### config.mk
export PLATFORM = sky130hd
export DESIGN_NAME = escape_sequence_id_detector_flat
export DESIGN_NICKNAME = d
export VERILOG_FILES = /design/src/design/escid_pkg.sv /design/src/design/escid_byte_if.sv /design/src/design/escid_result_if.sv /design/src/design/escape_sequence_id_detector.sv /design/src/design/escid_id_match.sv /design/src/flat_wrapper.sv
export SDC_FILE = /design/constraint.sdc
export NUM_CORES = 1
export LEC_CHECK = 0
export BUFFER_PORTS_ARGS = -buffer_cell sky130_fd_sc_hd__buf_2
export CAP_MARGIN = 5
export CORE_MARGIN = 4
export CORE_UTILIZATION = 60
export CTS_BUF_LIST = sky130_fd_sc_hd__clkbuf_4
export CTS_CLUSTER_DIAMETER = 200
export CTS_CLUSTER_SIZE = 20
export DETAILED_ROUTE_END_ITERATION = 10
export GPL_TIMING_DRIVEN = 0
export PLACE_DENSITY = 0.87
export SETUP_SLACK_MARGIN = 0.4
export SYNTH_ARGS = -nofsm -noshare
export SYNTH_HDL_FRONTEND = slang
export SYNTH_HIERARCHICAL = 1
export SYNTH_SLANG_ARGS = --single-unit
export TNS_END_PERCENT = 100
### constraint.sdc
create_clock -name clk -period 5.8 [get_ports clk]
set_input_delay 1.16 -clock clk [delete_from_list [all_inputs] [get_ports clk]]
set_output_delay 1.16 -clock clk [all_outputs]
set_load 0.005 [all_outputs]
### src/design/escid_pkg.sv
`default_nettype none
package escid_pkg;

  localparam int unsigned PREFIX_LEN = 7;
  localparam int unsigned TAG_LEN = 6;

  localparam logic [7:0] CHAR_PLUS = 8'h2B;
  localparam logic [7:0] CHAR_CR = 8'h0D;
  localparam logic [7:0] CHAR_LF = 8'h0A;

  localparam logic [7:0] ESC_PREFIX [PREFIX_LEN] = '{
    8'h2B, 8'h2B, 8'h2B, 8'h43, 8'h46, 8'h47, 8'h3A
  };

  localparam logic [7:0] TAG_TEXT [TAG_LEN] = '{
    8'h52, 8'h4F, 8'h54, 8'h4F, 8'h52, 8'h2D
  };

  function automatic logic [7:0] fold(input logic [7:0] c);
    if (c >= 8'h41 && c <= 8'h5A) begin
      return c + 8'd32;
    end
    return c;
  endfunction

endpackage
`default_nettype wire

### src/design/escid_byte_if.sv
`default_nettype none
interface escid_byte_if;
  logic       valid;
  logic       ready;
  logic [7:0] stream_byte;

  modport source (output valid, output stream_byte, input ready);
  modport sink (input valid, input stream_byte, output ready);
endinterface
`default_nettype wire

### src/design/escid_result_if.sv
`default_nettype none
interface escid_result_if;
  logic valid;
  logic ready;
  logic config_request_hit;
  logic config_request_miss;

  modport source (output valid, output config_request_hit, output config_request_miss,
                  input ready);
  modport sink (input valid, input config_request_hit, input config_request_miss,
                output ready);
endinterface
`default_nettype wire

### src/design/escape_sequence_id_detector.sv
`default_nettype none
// Channel     Role    Payload
// byte_in     sink    stream_byte[7:0]
// result_out  source  config_request_hit, config_request_miss
// cfg         write   cfg_we, cfg_index[0], cfg_data[63:0]
//
// Each accepted byte yields one result, registered and available on the next cycle.
// A byte can be accepted every cycle when not stalled; the single result register sets the rate.
// A stalled result holds the input off only while the result register is full.
// Reset clears the sequence count, the identifier and the result valid, and sets the match flags.
module escape_sequence_id_detector
  import escid_pkg::*;
#(
  parameter int unsigned UID_LEN = 12,
  parameter int unsigned SEQ_BUFFER_BYTES = 48
) (
  input  wire logic        clk,
  input  wire logic        rst,
  escid_byte_if.sink       byte_in,
  escid_result_if.source   result_out,
  input  wire logic        cfg_we,
  input  wire logic        cfg_index,
  input  wire logic [63:0] cfg_data
);

  localparam int unsigned CW = $clog2(SEQ_BUFFER_BYTES);
  localparam logic [7:0] PLAIN_END = 8'(PREFIX_LEN + UID_LEN);
  localparam logic [7:0] TAGGED_END = 8'(PREFIX_LEN + TAG_LEN + UID_LEN);
  localparam logic [CW-1:0] COUNT_LAST = CW'(SEQ_BUFFER_BYTES - 1);
  localparam logic [CW-1:0] COUNT_PREFIX = CW'(PREFIX_LEN);

  localparam logic CFG_UID_FIRST = 1'b0;
  localparam logic CFG_UID_LAST = 1'b1;

  logic [63:0]   uid_first;
  logic [31:0]   uid_last;
  logic [CW-1:0] count;
  logic [CW-1:0] count_next;
  logic          plain_ok;
  logic          plain_ok_next;
  logic          tag_ok;
  logic          tag_ok_next;
  logic          res_valid;
  logic          res_hit;
  logic          res_hit_next;
  logic          res_miss;
  logic          res_miss_next;

  logic          accept;
  logic [7:0]    fc;
  logic [7:0]    count_ext;
  logic [CW-1:0] id_pos;
  logic          in_prefix;
  logic          is_term;
  logic          plain_eq;
  logic          tag_eq;

  assign accept = byte_in.valid && byte_in.ready;
  assign byte_in.ready = !res_valid || result_out.ready;
  assign fc = fold(byte_in.stream_byte);
  assign count_ext = 8'(count);
  assign id_pos = count - COUNT_PREFIX;
  assign in_prefix = (count < COUNT_PREFIX);
  assign is_term = (byte_in.stream_byte == CHAR_CR) || (byte_in.stream_byte == CHAR_LF);

  escid_id_match #(
    .UID_LEN(UID_LEN),
    .POS_W  (CW)
  ) u_match (
    .uid_first(uid_first),
    .uid_last (uid_last),
    .pos      (id_pos),
    .fc       (fc),
    .plain_eq (plain_eq),
    .tag_eq   (tag_eq)
  );

  always_comb begin
    count_next = count;
    plain_ok_next = plain_ok;
    tag_ok_next = tag_ok;
    res_hit_next = 1'b0;
    res_miss_next = 1'b0;
    if (in_prefix) begin
      plain_ok_next = 1'b1;
      tag_ok_next = 1'b1;
      if (byte_in.stream_byte == ESC_PREFIX[count[2:0]]) begin
        count_next = count + CW'(1);
      end else if (byte_in.stream_byte == CHAR_PLUS) begin
        count_next = CW'(1);
      end else begin
        count_next = '0;
      end
    end else if (is_term) begin
      res_hit_next = (plain_ok && count_ext == PLAIN_END) ||
                     (tag_ok && count_ext == TAGGED_END);
      res_miss_next = !res_hit_next;
      count_next = '0;
    end else if (count < COUNT_LAST) begin
      plain_ok_next = plain_ok && (count_ext < PLAIN_END) && plain_eq;
      tag_ok_next = tag_ok && (count_ext < TAGGED_END) && tag_eq;
      count_next = count + CW'(1);
    end else begin
      count_next = '0;
    end
  end

  always_ff @(posedge clk) begin
    if (rst) begin
      uid_first <= '0;
      uid_last <= '0;
    end else if (cfg_we) begin
      if (cfg_index == CFG_UID_FIRST) begin
        uid_first <= cfg_data;
      end else if (cfg_index == CFG_UID_LAST) begin
        uid_last <= cfg_data[31:0];
      end
    end
  end

  always_ff @(posedge clk) begin
    if (rst) begin
      count <= '0;
      plain_ok <= 1'b1;
      tag_ok <= 1'b1;
      res_valid <= 1'b0;
    end else begin
      if (result_out.valid && result_out.ready) begin
        res_valid <= 1'b0;
      end
      if (accept) begin
        count <= count_next;
        plain_ok <= plain_ok_next;
        tag_ok <= tag_ok_next;
        res_valid <= 1'b1;
      end
    end
  end

  always_ff @(posedge clk) begin
    if (accept) begin
      res_hit <= res_hit_next;
      res_miss <= res_miss_next;
    end
  end

  assign result_out.valid = res_valid;
  assign result_out.config_request_hit = res_hit;
  assign result_out.config_request_miss = res_miss;

  a_hit_miss_excl: assert property (@(posedge clk) disable iff (rst)
    result_out.valid |-> !(result_out.config_request_hit && result_out.config_request_miss))
    else $error("hit and miss raised together");

  a_term_clears: assert property (@(posedge clk) disable iff (rst)
    (accept && !in_prefix && is_term) |=> (count == '0))
    else $error("terminator did not restart the sequence");

  a_prefix_flags: assert property (@(posedge clk) disable iff (rst)
    (accept && in_prefix) |=> (plain_ok && tag_ok))
    else $error("match flags not restored during prefix");

  a_count_bound: assert property (@(posedge clk) disable iff (rst)
    count <= COUNT_LAST)
    else $error("sequence count beyond buffer");

endmodule
`default_nettype wire

### src/design/escid_id_match.sv
`default_nettype none
module escid_id_match
  import escid_pkg::*;
#(
  parameter int unsigned UID_LEN = 12,
  parameter int unsigned POS_W = 6
) (
  input  wire logic [63:0]      uid_first,
  input  wire logic [31:0]      uid_last,
  input  wire logic [POS_W-1:0] pos,
  input  wire logic [7:0]       fc,
  output logic                  plain_eq,
  output logic                  tag_eq
);

  localparam logic [POS_W-1:0] POS_UID_END = POS_W'(UID_LEN);
  localparam logic [POS_W-1:0] POS_TAG_END = POS_W'(TAG_LEN);

  // The expected character comes from the tag text or live identifier by the name position.
  logic [7:0]       uid_folded [12];
  logic [POS_W-1:0] tag_pos;

  assign tag_pos = pos - POS_TAG_END;

  always_comb begin
    for (int k = 0; k < 8; k++) begin
      uid_folded[k] = fold(uid_first[8*k +: 8]);
    end
    for (int k = 0; k < 4; k++) begin
      uid_folded[8+k] = fold(uid_last[8*k +: 8]);
    end
  end

  always_comb begin
    plain_eq = 1'b0;
    tag_eq = 1'b0;
    if (pos < POS_UID_END) begin
      plain_eq = (uid_folded[pos[3:0]] == fc);
    end
    if (pos < POS_TAG_END) begin
      tag_eq = (fold(TAG_TEXT[pos[2:0]]) == fc);
    end else if (tag_pos < POS_UID_END) begin
      tag_eq = (uid_folded[tag_pos[3:0]] == fc);
    end
  end

endmodule
`default_nettype wire
### src/flat_wrapper.sv
// flat-port wrapper written by rule: the top's interface ports become plain ports
module escape_sequence_id_detector_flat import escid_pkg::*;
#(
  parameter int unsigned UID_LEN = 12,
  parameter int unsigned SEQ_BUFFER_BYTES = 48
)
  (clk, rst, cfg_we, cfg_index, cfg_data, byte_in_valid, byte_in_stream_byte, byte_in_ready, result_out_valid, result_out_config_request_hit, result_out_config_request_miss, result_out_ready);
  escid_byte_if byte_in_i ();
  escid_result_if result_out_i ();
  input  wire logic clk;
  input  wire logic rst;
  input  wire logic cfg_we;
  input  wire logic cfg_index;
  input  wire logic [63:0] cfg_data;
  input wire logic [$bits(byte_in_i.valid)-1:0] byte_in_valid;
  input wire logic [$bits(byte_in_i.stream_byte)-1:0] byte_in_stream_byte;
  output wire logic [$bits(byte_in_i.ready)-1:0] byte_in_ready;
  output wire logic [$bits(result_out_i.valid)-1:0] result_out_valid;
  output wire logic [$bits(result_out_i.config_request_hit)-1:0] result_out_config_request_hit;
  output wire logic [$bits(result_out_i.config_request_miss)-1:0] result_out_config_request_miss;
  input wire logic [$bits(result_out_i.ready)-1:0] result_out_ready;
  assign byte_in_i.valid = byte_in_valid;
  assign byte_in_i.stream_byte = byte_in_stream_byte;
  assign byte_in_ready = byte_in_i.ready;
  assign result_out_valid = result_out_i.valid;
  assign result_out_config_request_hit = result_out_i.config_request_hit;
  assign result_out_config_request_miss = result_out_i.config_request_miss;
  assign result_out_i.ready = result_out_ready;
  escape_sequence_id_detector #(.UID_LEN(UID_LEN), .SEQ_BUFFER_BYTES(SEQ_BUFFER_BYTES)) u_core (.clk(clk), .rst(rst), .byte_in(byte_in_i), .result_out(result_out_i), .cfg_we(cfg_we), .cfg_index(cfg_index), .cfg_data(cfg_data));
endmodule
==> out/results.ini, run 1 <==
[die]
die_x_um=118
initial_core_util_pct=62.5
design.die.area_um2=13900
io-pin-count=82
die_y_um=118
floorplan.core_area_um2=11600
placementRows=39

[timing]
final_max_slew_viol_count=0
maxClockFrequency_ghz=0.213
worst_slew_margin_rel_pct=49.2
hold_ws_ns=0.473
final.period_utilization_pct=81.1
setup_repair_after_global_routing_missed_its_margin=no
report.final.hold_viol_count=0
layout_setup_ws_ns=1.10
finalSetupViolCount=0
layout_min_cycle_time_ns=4.70
final.setup_skew_ns=0.0175
worst_pin_slew_ns=0.761
setup_total_negative_slack_ns=0

[logic_synthesis]
asyncSetResetFlopFracSynth_pct=0
syn-instance-count=917
synth_area_per_cell_um2=7.92
ys_ff_latch=107
synth_sequential_area_ratio_pct=29.8
synth_area_leader_cell=sky130_fd_sc_hd__dfxtp_1
netlist-cell-type-count=87
syn-cell-area_um2=7260
number_of_flops_mapped_to_enable_cells_by_yosys=2
yosys-top-cells-area=sky130_fd_sc_hd__dfxtp_1, sky130_fd_sc_hd__nand2_1, sky130_fd_sc_hd__a21oi_1
synth_top_area_share_pct=29.0
ys.warnings.count=6
ys_dominant_reg_cell=sky130_fd_sc_hd__dfxtp_1
synthesis.nets=1012

[clocking]
cts_post_setup_buffers_inserted=0
clock_path_buffers=2
hold_buffers=0
htreeDepth=3
clock_sinks=107
worstSkewPairLatency_ns=0.47
clk_pin_slew_ns=0.17
post_cts.resized_instances=0
cts_tree=built
cts_made_buffers=9
ctsRootBufferMaster=sky130_fd_sc_hd__clkbuf_4

[final_layout]
n_fill_cell=981
area.sequential_um2=2160
layout.cell_area.non_filler_um2=7990
multi_input_comb_area_um2=4650
final_util_pct=68.8
stdcell_count=1157
syn_to_final_growth_pct=9.99
drive_gt1_share_pct=17.2
final_net_count=1103

[setup_path]
crit_path_max_incr_delay_ns=0.52
critical_path.most_common_cell=sky130_fd_sc_hd__ha_1
cp_required_ns=6.23
worst-setup-path-type=register to register
crit_arrival_ns=5.13
timing.critical_path.slowest_stage_cell=sky130_fd_sc_hd__dfxtp_1
crit_path_cell_trace=ha_1 > nor2_1 > or2b_1 > ha_1 > clkbuf_1 > mux4_2 > mux2i_1 > a211o_1 > nand4_1 > nor4_1 > o2111ai_1 > a2111oi_2 > o22a_1 > nor3b_1 > o21ai_0 > nand2_1
worst_setup_path_end_kind=register
start_kind=register
timing.critical_path.fanout_max=10

[outcome]
outcome=complete, no violations

[pwr]
ir_worst_vdd_uv=138
p_leak_nw=3.03
power_density_nw_per_um2=183
report.power.total_mw=1.46

[placed_design]
placed_cell_area_um2=7840
post-dp-hpwl_um=17300
placed_cells_incl_taps=1140
port_buffers=80
pre_cts_worst_setup_slack_ns=1.31
place.gp.congestion=1.02

[routing]
first_pass_iters=7
dr_total_vias=7485
initialDrtViolationCount=1057
post-route-drc-count=0
routed_wl_um=22300
number_of_routed_nets_with_antenna_violations=0
routed_wire_length_per_instance_um=19.3
post_dr_vias_cell=6.47

[global_route]
pin_count_of_the_biggest_net_entering_global_routing=19
grt_antenna_before_repair=1
grt_pass1_vias=6788
overall_routing_resource_usage_pct=31.3
gr-total-overflow=0
grt_pass1_wl_um=35100

[worst_hold_path]
worstHoldPathType=register to register

[job]
maxCapViolCount=0

-- state kept, by name, indices dropped and copies added (netlist names) --
register,count
u_core/uid_first,64
u_core/plain_ok,1
u_core/result_out.config_request_miss,1
u_core/count,6
u_core/uid_last,32
u_core/result_out.config_request_hit,1
u_core/tag_ok,1
u_core/result_out.valid,1
-- kinds of logic after synthesis --
logic type | count (synthesis) | synth area share (%)
muxes | 50 | 12.2
xor gates and xnor gates | 17 | 2.15
adders and majority gates | 17 | 2.93
buffers and inverters | 89 | 6.22
DFF | 107 | 29.8
and+or+nand+nor | 394 | 25.0
AOI/OAI and AO/OA | 243 | 21.8
-- report_power, final --
| group | total (mW) | internal (mW) | leakage [nW] | switching (mW) |
|---|---|---|---|---|
| Sequential | 0.816 | 0.770 | 0.878 | 0.0458 |
| Combinational | 0.252 | 0.108 | 2.07 | 0.144 |
| Clock | 0.396 | 0.136 | 0.0798 | 0.260 |
-- cell type report --
cell class	count	area share (%)
multi-input cells	721	58.2
clock buffers	9	0.846
plain buffers	59	4.25
flip-flops and latches	107	27.1
clock inverters	7	0.956
diodes	1	0.0313
repair buffers	80	5.01
well taps	143	2.24
inverters	30	1.41
-- worst paths after layout --
kind	endpoint	start	slack, ns	cells after the start
setup / recovery	u_core/tag_ok	u_core/count[1]	1.10	16
hold / removal	u_core/uid_first[47]	u_core/uid_first[47]	0.47	2
setup reg to reg	u_core/tag_ok	u_core/count[1]	1.10	16
hold reg to reg	u_core/uid_first[47]	u_core/uid_first[47]	0.47	2
-- metal layers --
metal	track usage, %	part of all wire [%]
met4	13.4	4.1
met1	41.2	41
met3	7.59	10
met2	49.1	45
met5	0	0
-- worst max-delay path: cells and delay by family, from the launching register on --
| kind | cells | cell delay [ns] |
|---|---|---|
| compound gates | 5 | 1.01 |
| fa+ha+maj | 2 | 0.77 |
| buf+inv | 1 | 0.44 |
| flops | 1 | 0.52 |
| mux | 2 | 0.80 |
| simple gates | 6 | 1.12 |
-- synthesized netlist by cell type, types with 4 or more instances --
| cell | n |
|---|---|
| sky130_fd_sc_hd__nand2_1 | 235 |
| sky130_fd_sc_hd__a21oi_1 | 127 |
| sky130_fd_sc_hd__dfxtp_1 | 105 |
| sky130_fd_sc_hd__nor2_1 | 42 |
| sky130_fd_sc_hd__clkbuf_1 | 38 |
| sky130_fd_sc_hd__inv_1 | 29 |
| sky130_fd_sc_hd__mux4_2 | 28 |
| sky130_fd_sc_hd__mux2i_1 | 20 |
| sky130_fd_sc_hd__ha_1 | 17 |
| sky130_fd_sc_hd__o22ai_1 | 17 |
| sky130_fd_sc_hd__nand3_1 | 15 |
| sky130_fd_sc_hd__nor3_1 | 15 |
| sky130_fd_sc_hd__o21ai_0 | 13 |
| sky130_fd_sc_hd__a31oi_1 | 12 |
| sky130_fd_sc_hd__nand2b_1 | 10 |
| sky130_fd_sc_hd__or3_1 | 10 |
| sky130_fd_sc_hd__or4_1 | 9 |
| sky130_fd_sc_hd__xnor2_1 | 9 |
| sky130_fd_sc_hd__o211ai_1 | 8 |
| sky130_fd_sc_hd__nor2b_1 | 7 |
| sky130_fd_sc_hd__nor3b_1 | 7 |
| sky130_fd_sc_hd__or2_2 | 7 |
| sky130_fd_sc_hd__xor2_1 | 7 |
| sky130_fd_sc_hd__a211oi_1 | 5 |
| sky130_fd_sc_hd__and2_1 | 5 |
| sky130_fd_sc_hd__buf_4 | 5 |
| sky130_fd_sc_hd__o221ai_1 | 5 |
| sky130_fd_sc_hd__a21oi_2 | 4 |
| sky130_fd_sc_hd__a2bb2oi_1 | 4 |
| sky130_fd_sc_hd__buf_2 | 4 |
| sky130_fd_sc_hd__nand3b_1 | 4 |
| sky130_fd_sc_hd__nand4_1 | 4 |
| sky130_fd_sc_hd__nor4_1 | 4 |
-- cell usage in the layout, fill, tap and decap left out, drive strengths merged, types with 5 or more instances in the layout --
cell type,n
buf,97
a21oi,131
o21ai,16
a211oi,6
ha,17
a31oi,12
o211ai,8
nor3,15
o22ai,18
xor2,7
clkbuf,50
and2,7
nor3b,7
or2,7
nor2b,7
nor2,43
o221ai,5
or4,10
nand2,235
mux4,30
or3,10
nand4,5
mux2i,20
nand2b,11
nand3,15
dfxtp,105
xnor2,10
inv,32
Note: power is estimated with default switching activity, not from simulation.
==> run 2: changes to the inputs <==
==> constraint.sdc (replaced) <==
create_clock -name clk -period 4.9 [get_ports clk]
set_input_delay 0.98 -clock clk [delete_from_list [all_inputs] [get_ports clk]]
set_output_delay 0.98 -clock clk [all_outputs]
set_load 0.005 [all_outputs]
==> run 2 against run 1 <==
Against the previous run: maximum frequency is 9.0% higher; first-iteration DRC count is 8.4% lower; worst setup slack worse by 0.51 ns; sequential share of layout area hardly changed; critical path type unchanged; critical endpoint unchanged; routed wire length hardly changed; critical path depth stayed put.
==> out/results.ini, run 2 (synthesis gave the netlist of run 1 again) <==
[clocking]
ctsRootBufferMaster=sky130_fd_sc_hd__clkbuf_4
hold_buffers=0
clock_path_buffers=2
cts_post_setup_buffers_inserted=0
clock_sinks=107
htreeDepth=3
clk_pin_slew_ns=0.17
cts_tree=built
worstSkewPairLatency_ns=0.46
cts_made_buffers=9

[final_layout]
layout_commonest_cell=sky130_fd_sc_hd__nand2_1
most_used_cells_in_the_layout_excluding_fill_and_tap_cells=sky130_fd_sc_hd__nand2_1, sky130_fd_sc_hd__a21oi_1, sky130_fd_sc_hd__dfxtp_1, sky130_fd_sc_hd__buf_2, sky130_fd_sc_hd__nor2_1
final_util_pct=68.8
drive_gt1_share_pct=17.4
registers.top_by_ff_count=u_core/uid_first
syn_to_final_growth_pct=10.0
top_regs=u_core/uid_first (64), u_core/uid_last (32), u_core/count (6)
stdcell_count=1157
largest_reg_flops=64
final_net_count=1103

[setup_path]
crit_arrival_ns=4.74
crit_path_max_incr_delay_ns=0.53
worst_setup_path_end_kind=register
crit_family=simple AND/OR/NAND/NOR gates
cp_required_ns=5.33
rrSetupSlack_ns=0.58
crit_path_cell_trace=ha_2 > nor2_1 > or2b_1 > ha_1 > clkbuf_2 > mux4_2 > mux2i_1 > a211o_1 > nand4_1 > nor4_1 > o2111ai_1 > a2111oi_2 > o22a_1 > nor3b_1 > o21ai_0 > nand2_1
worst-r2r-cell-count=16
timing.critical_path.fanout_max=10
r2r-start=u_core/count[1]
cp_buf_inv_count=1
worst-setup-path-type=register to register
start_kind=register
timing.critical_path.slowest_stage_cell=sky130_fd_sc_hd__dfxtp_1
worstReg2RegEnd=u_core/tag_ok

[timing]
setup_total_negative_slack_ns=0
final.setup_skew_ns=0.0174
worst_slew_margin_rel_pct=48.2
finalSetupViolCount=0
layout_min_cycle_time_ns=4.32
setup_repair_after_global_routing_missed_its_margin=no
hold_ws_ns=0.475
report.final.hold_viol_count=0
final.period_utilization_pct=88.1
worst_pin_slew_ns=0.778
maxClockFrequency_ghz=0.232
final_max_slew_viol_count=0

[placed_design]
post-dp-hpwl_um=17300
port_buffers=80
placed_cells_incl_taps=1140
place.gp.congestion=1.02

[global_route]
grt_pass1_vias=6789
pin_count_of_the_biggest_net_entering_global_routing=19
grt_pass1_wl_um=35100
gr-total-overflow=0
grt_antenna_before_repair=1
overall_routing_resource_usage_pct=31.3

[routing]
initialDrtViolationCount=968
first_pass_iters=6
post_dr_vias_cell=6.46
post-route-drc-count=0
routed_wire_length_per_instance_um=19.3
routed_wl_um=22300
number_of_routed_nets_with_antenna_violations=0
dr_total_vias=7480

[pwr]
ir_worst_vdd_uv=163
power.sequential.fraction_pct=55.7
comb_power_share_pct=17.2
cellInternalPower_mw=1.20
netSwitchingPower_mw=0.535
clkPwrFrac_pct=27.1
switching_part_of_the_total_power_pct=30.8
report.power.total_mw=1.74
p_leak_nw=3.03
power_density_nw_per_um2=217

[worst_hold_path]
whs_endpoint=u_core/uid_first[47]
min_from=u_core/uid_first[47]
worstHoldPathType=register to register
worstHoldPathCells=2

[outcome]
outcome=complete, no violations

[job]
maxCapViolCount=0

[die]
initial_core_util_pct=62.5
die_x_um=118
die_y_um=118
placementRows=39
floorplan.core_area_um2=11600
io-pin-count=82
design.die.area_um2=13900

==> run 2: cell count changes in the layout (fill, tap and decap cells not counted), sizes merged <==
cell    change
clkbuf      -1
buf         +1
==> run 2: stage by stage <==
| step | area [um^2] | worst slack [ns] |
|---|---|---|
| detailed placement | 7840 | 0.406 |
| finish | 7990 | 0.583 |
| CTS | 7990 | 0.592 |
| floorplan | 7260 | 1.40 |
| global placement | 7840 | 0.406 |
| global route | 7990 | 0.420 |
==> run 2: power groups by stage <==
stage	sequential [mW]	clock, mW	combinational [mW]
2_1_floorplan	0.961	0	0.195
3_3_place_gp	0.979	0	0.284
3_5_place_dp	0.981	0	0.291
4_1_cts	0.963	0.474	0.292
5_1_grt	0.971	0.514	0.329
6_report	0.966	0.470	0.299
==> run 2: layout make-up <==
cell class                 instances  area (um^2)
buffer                            59          340
clock inverter                     7         76.3
inverter                          30          113
fill                             980         3620
sequential                       107         2160
antenna                            1         2.50
tap                              143          179
timing repair buffer              80          400
clock buffer                       9         67.6
multi-input combinational        721         4650
==> run 2: what timing repair did <==
item | CTS | global route
endpoints found under the setup margin | 1 | 1
endpoints found under the hold margin | 0 | 0
pin swaps | 0 | 0
gates resized for setup | 1 | 2
==> run 2: per-layer routing <==
layer	up-vias	share of wire, %	track usage (%)
met5	-	0	0
met1	3483	41	41.3
met3	76	11	7.59
met4	0	4.6	13.4
li1	3485	-	-
met2	436	44	49.1
==> run 2: tightest hold or removal path, stage by stage, from the launching register on <==
cell                      delay (ns)
sky130_fd_sc_hd__dfxtp_1        0.35
sky130_fd_sc_hd__nand2_1        0.05
sky130_fd_sc_hd__a21oi_1        0.05
==> run 2: worst max path at each step <==
stage | from | endpoint | slack [ns] | cells past startpoint
after floorplan | u_core/count[1] | u_core/tag_ok | 1.40 | 16
after global placement | u_core/count[1] | u_core/tag_ok | 0.41 | 16
after detailed placement | u_core/count[1] | u_core/tag_ok | 0.41 | 16
after CTS | u_core/count[1] | u_core/tag_ok | 0.59 | 16
after global routing | u_core/count[1] | u_core/tag_ok | 0.42 | 16
final | u_core/count[1] | u_core/tag_ok | 0.58 | 16
==> run 3: changes to the inputs <==
--- a/config.mk
+++ b/config.mk
@@ -7,6 +7,7 @@
 export LEC_CHECK = 0
 export BUFFER_PORTS_ARGS = -buffer_cell sky130_fd_sc_hd__buf_2
 export CAP_MARGIN = 5
+export CORE_ASPECT_RATIO = 0.7
 export CORE_MARGIN = 4
 export CORE_UTILIZATION = 60
 export CTS_BUF_LIST = sky130_fd_sc_hd__clkbuf_4
==> run 3 against run 2 <==
Against the previous run: clock skew fell by 0.0048 ns; die area rose by 0.20%; cell area rose by 0.67%; combinational power barely moved; critical path type unchanged; critical endpoint unchanged; highest routed layer unchanged.
==> out/results.ini, run 3 (synthesis gave the netlist of run 1 again) <==
[global_route]
gr-max-usage-layer=met2
use_met3_pct=10.6
groute.layer.met1.usage_pct=44.7
gr-total-overflow=0
grt_pass1_vias=6738
grt_pass1_wl_um=35500
overall_routing_resource_usage_pct=32.0
routing_usage_on_met2_pct=48.1
grt_antenna_before_repair=0
pin_count_of_the_biggest_net_entering_global_routing=23

[final_layout]
final_net_count=1103
final_util_pct=68.4
top_regs=u_core/uid_first (64), u_core/uid_last (32), u_core/count (6)
syn_to_final_growth_pct=10.8
layout_commonest_cell=sky130_fd_sc_hd__nand2_1
most_used_cells_in_the_layout_excluding_fill_and_tap_cells=sky130_fd_sc_hd__nand2_1, sky130_fd_sc_hd__a21oi_1, sky130_fd_sc_hd__dfxtp_1, sky130_fd_sc_hd__buf_2, sky130_fd_sc_hd__nor2_1
largest_reg_flops=64
n_fill_cell=1023
diodes=0
registers.top_by_ff_count=u_core/uid_first
drive_gt1_share_pct=17.7

[die]
die_y_um=100
initial_core_util_pct=61.7
placementRows=33
io-pin-count=82
design.die.area_um2=14000
die_x_um=139
floorplan.core_area_um2=11800

[routing]
post-route-drc-count=0
routed_wl_um=22600
routed_wire_length_per_instance_um=19.4
post_dr_vias_cell=6.46
dr_total_vias=7557
first_pass_iters=6
number_of_routed_nets_with_antenna_violations=0
initialDrtViolationCount=950

[clocking]
hold_buffers=0
cts_made_buffers=9
worstSkewPairLatency_ns=0.49
clk_pin_slew_ns=0.18
post_cts.resized_instances=1
clock_sinks=107
ctsRootBufferMaster=sky130_fd_sc_hd__clkbuf_4
clock_path_buffers=2
cts_tree=built
htreeDepth=3
cts_post_setup_buffers_inserted=0

[pwr]
report.power.total_mw=1.79
ir_worst_vdd_uv=193
power_density_nw_per_um2=223
p_leak_nw=3.05

[setup_path]
start_kind=register
cp_buf_inv_count=5
worst-setup-path-type=register to register
worst_setup_path_end_kind=register
crit_arrival_ns=4.69
crit_path_cell_trace=inv_1 > buf_2 > buf_4 > inv_2 > clkbuf_1 > nor2_1 > a211oi_1 > nor3_1 > nor4_1 > o2111ai_1 > a2111oi_2 > o22a_1 > nor3b_1 > o21ai_0 > nand2_1
cp_required_ns=5.34
timing.critical_path.fanout_max=10
crit_path_max_incr_delay_ns=0.67
crit_family=compound AO/OA/AOI/OAI gates
timing.critical_path.slowest_stage_cell=sky130_fd_sc_hd__a211oi_1

[timing]
worst_slew_margin_rel_pct=47.8
final_max_slew_viol_count=0
hold_ws_ns=0.474
maxClockFrequency_ghz=0.236
layout_min_cycle_time_ns=4.24
report.final.hold_viol_count=0
worst_pin_slew_ns=0.778
setup_repair_after_global_routing_missed_its_margin=no
final.setup_skew_ns=0.0126
finalSetupViolCount=0
final.period_utilization_pct=86.6
setup_total_negative_slack_ns=0

[placed_design]
post-dp-hpwl_um=17700
place.gp.congestion=1.02
port_buffers=80

[worst_hold_path]
worstHoldPathType=register to register

[job]
maxCapViolCount=0

[outcome]
outcome=complete, no violations

run 3: routing by layer:
layer / vias to the layer above / routed length [um]
li1: 3489 / -
met1: 3514 / 9280
met2: 495 / 9530
met3: 59 / 3260
met4: 0 / 573
met5: - / 0
run 3: final cells by class:
type | count | area, um^2 | share of cell area [%]
buffer | 59 | 340 | 4.23
clock buffer | 9 | 67.6 | 0.840
clock inverter | 7 | 108 | 1.34
inverter | 30 | 113 | 1.40
multi-input combinational | 721 | 4660 | 57.9
sequential | 107 | 2160 | 26.9
tap | 157 | 196 | 2.44
timing repair buffer | 80 | 400 | 4.98
run 3: path summary, 6_finish.rpt:
kind / from / to / slack [ns] / cells after the start
min reg2reg: u_core/uid_first[47] / u_core/uid_first[47] / 0.47 / 2
max: u_core/count[0] / u_core/tag_ok / 0.66 / 15
max reg2reg: u_core/count[0] / u_core/tag_ok / 0.66 / 15
min: u_core/uid_first[47] / u_core/uid_first[47] / 0.47 / 2
run 3: power by group:
part | switching (mW) | internal [mW] | leakage [nW]
Sequential | 0.0550 | 0.912 | 0.879
Clock | 0.345 | 0.181 | 0.0939
Combinational | 0.174 | 0.128 | 2.07
Total | 0.574 | 1.22 | 3.05
run 3: worst reg2reg max path, cell delays in order, from the launching register on:
cell and delay (ns):
sky130_fd_sc_hd__dfxtp_1 0.47, sky130_fd_sc_hd__inv_1 0.09, sky130_fd_sc_hd__buf_2 0.20, sky130_fd_sc_hd__buf_4 0.22, sky130_fd_sc_hd__inv_2 0.21, sky130_fd_sc_hd__clkbuf_1 0.63
sky130_fd_sc_hd__nor2_1 0.11, sky130_fd_sc_hd__a211oi_1 0.67, sky130_fd_sc_hd__nor3_1 0.09, sky130_fd_sc_hd__nor4_1 0.50, sky130_fd_sc_hd__o2111ai_1 0.18, sky130_fd_sc_hd__a2111oi_2 0.25
sky130_fd_sc_hd__o22a_1 0.21, sky130_fd_sc_hd__nor3b_1 0.22, sky130_fd_sc_hd__o21ai_0 0.10, sky130_fd_sc_hd__nand2_1 0.07
run 3: per-stage QoR:
step                      std cells  area [um^2]  setup slack [ns]
after floorplan                 917         7260              1.40
after global placement         1154         7860             0.362
after detailed placement       1154         7860             0.347
after CTS                      1170         8030             0.529
after global routing           1170         8040             0.442
final                          1170         8040             0.657
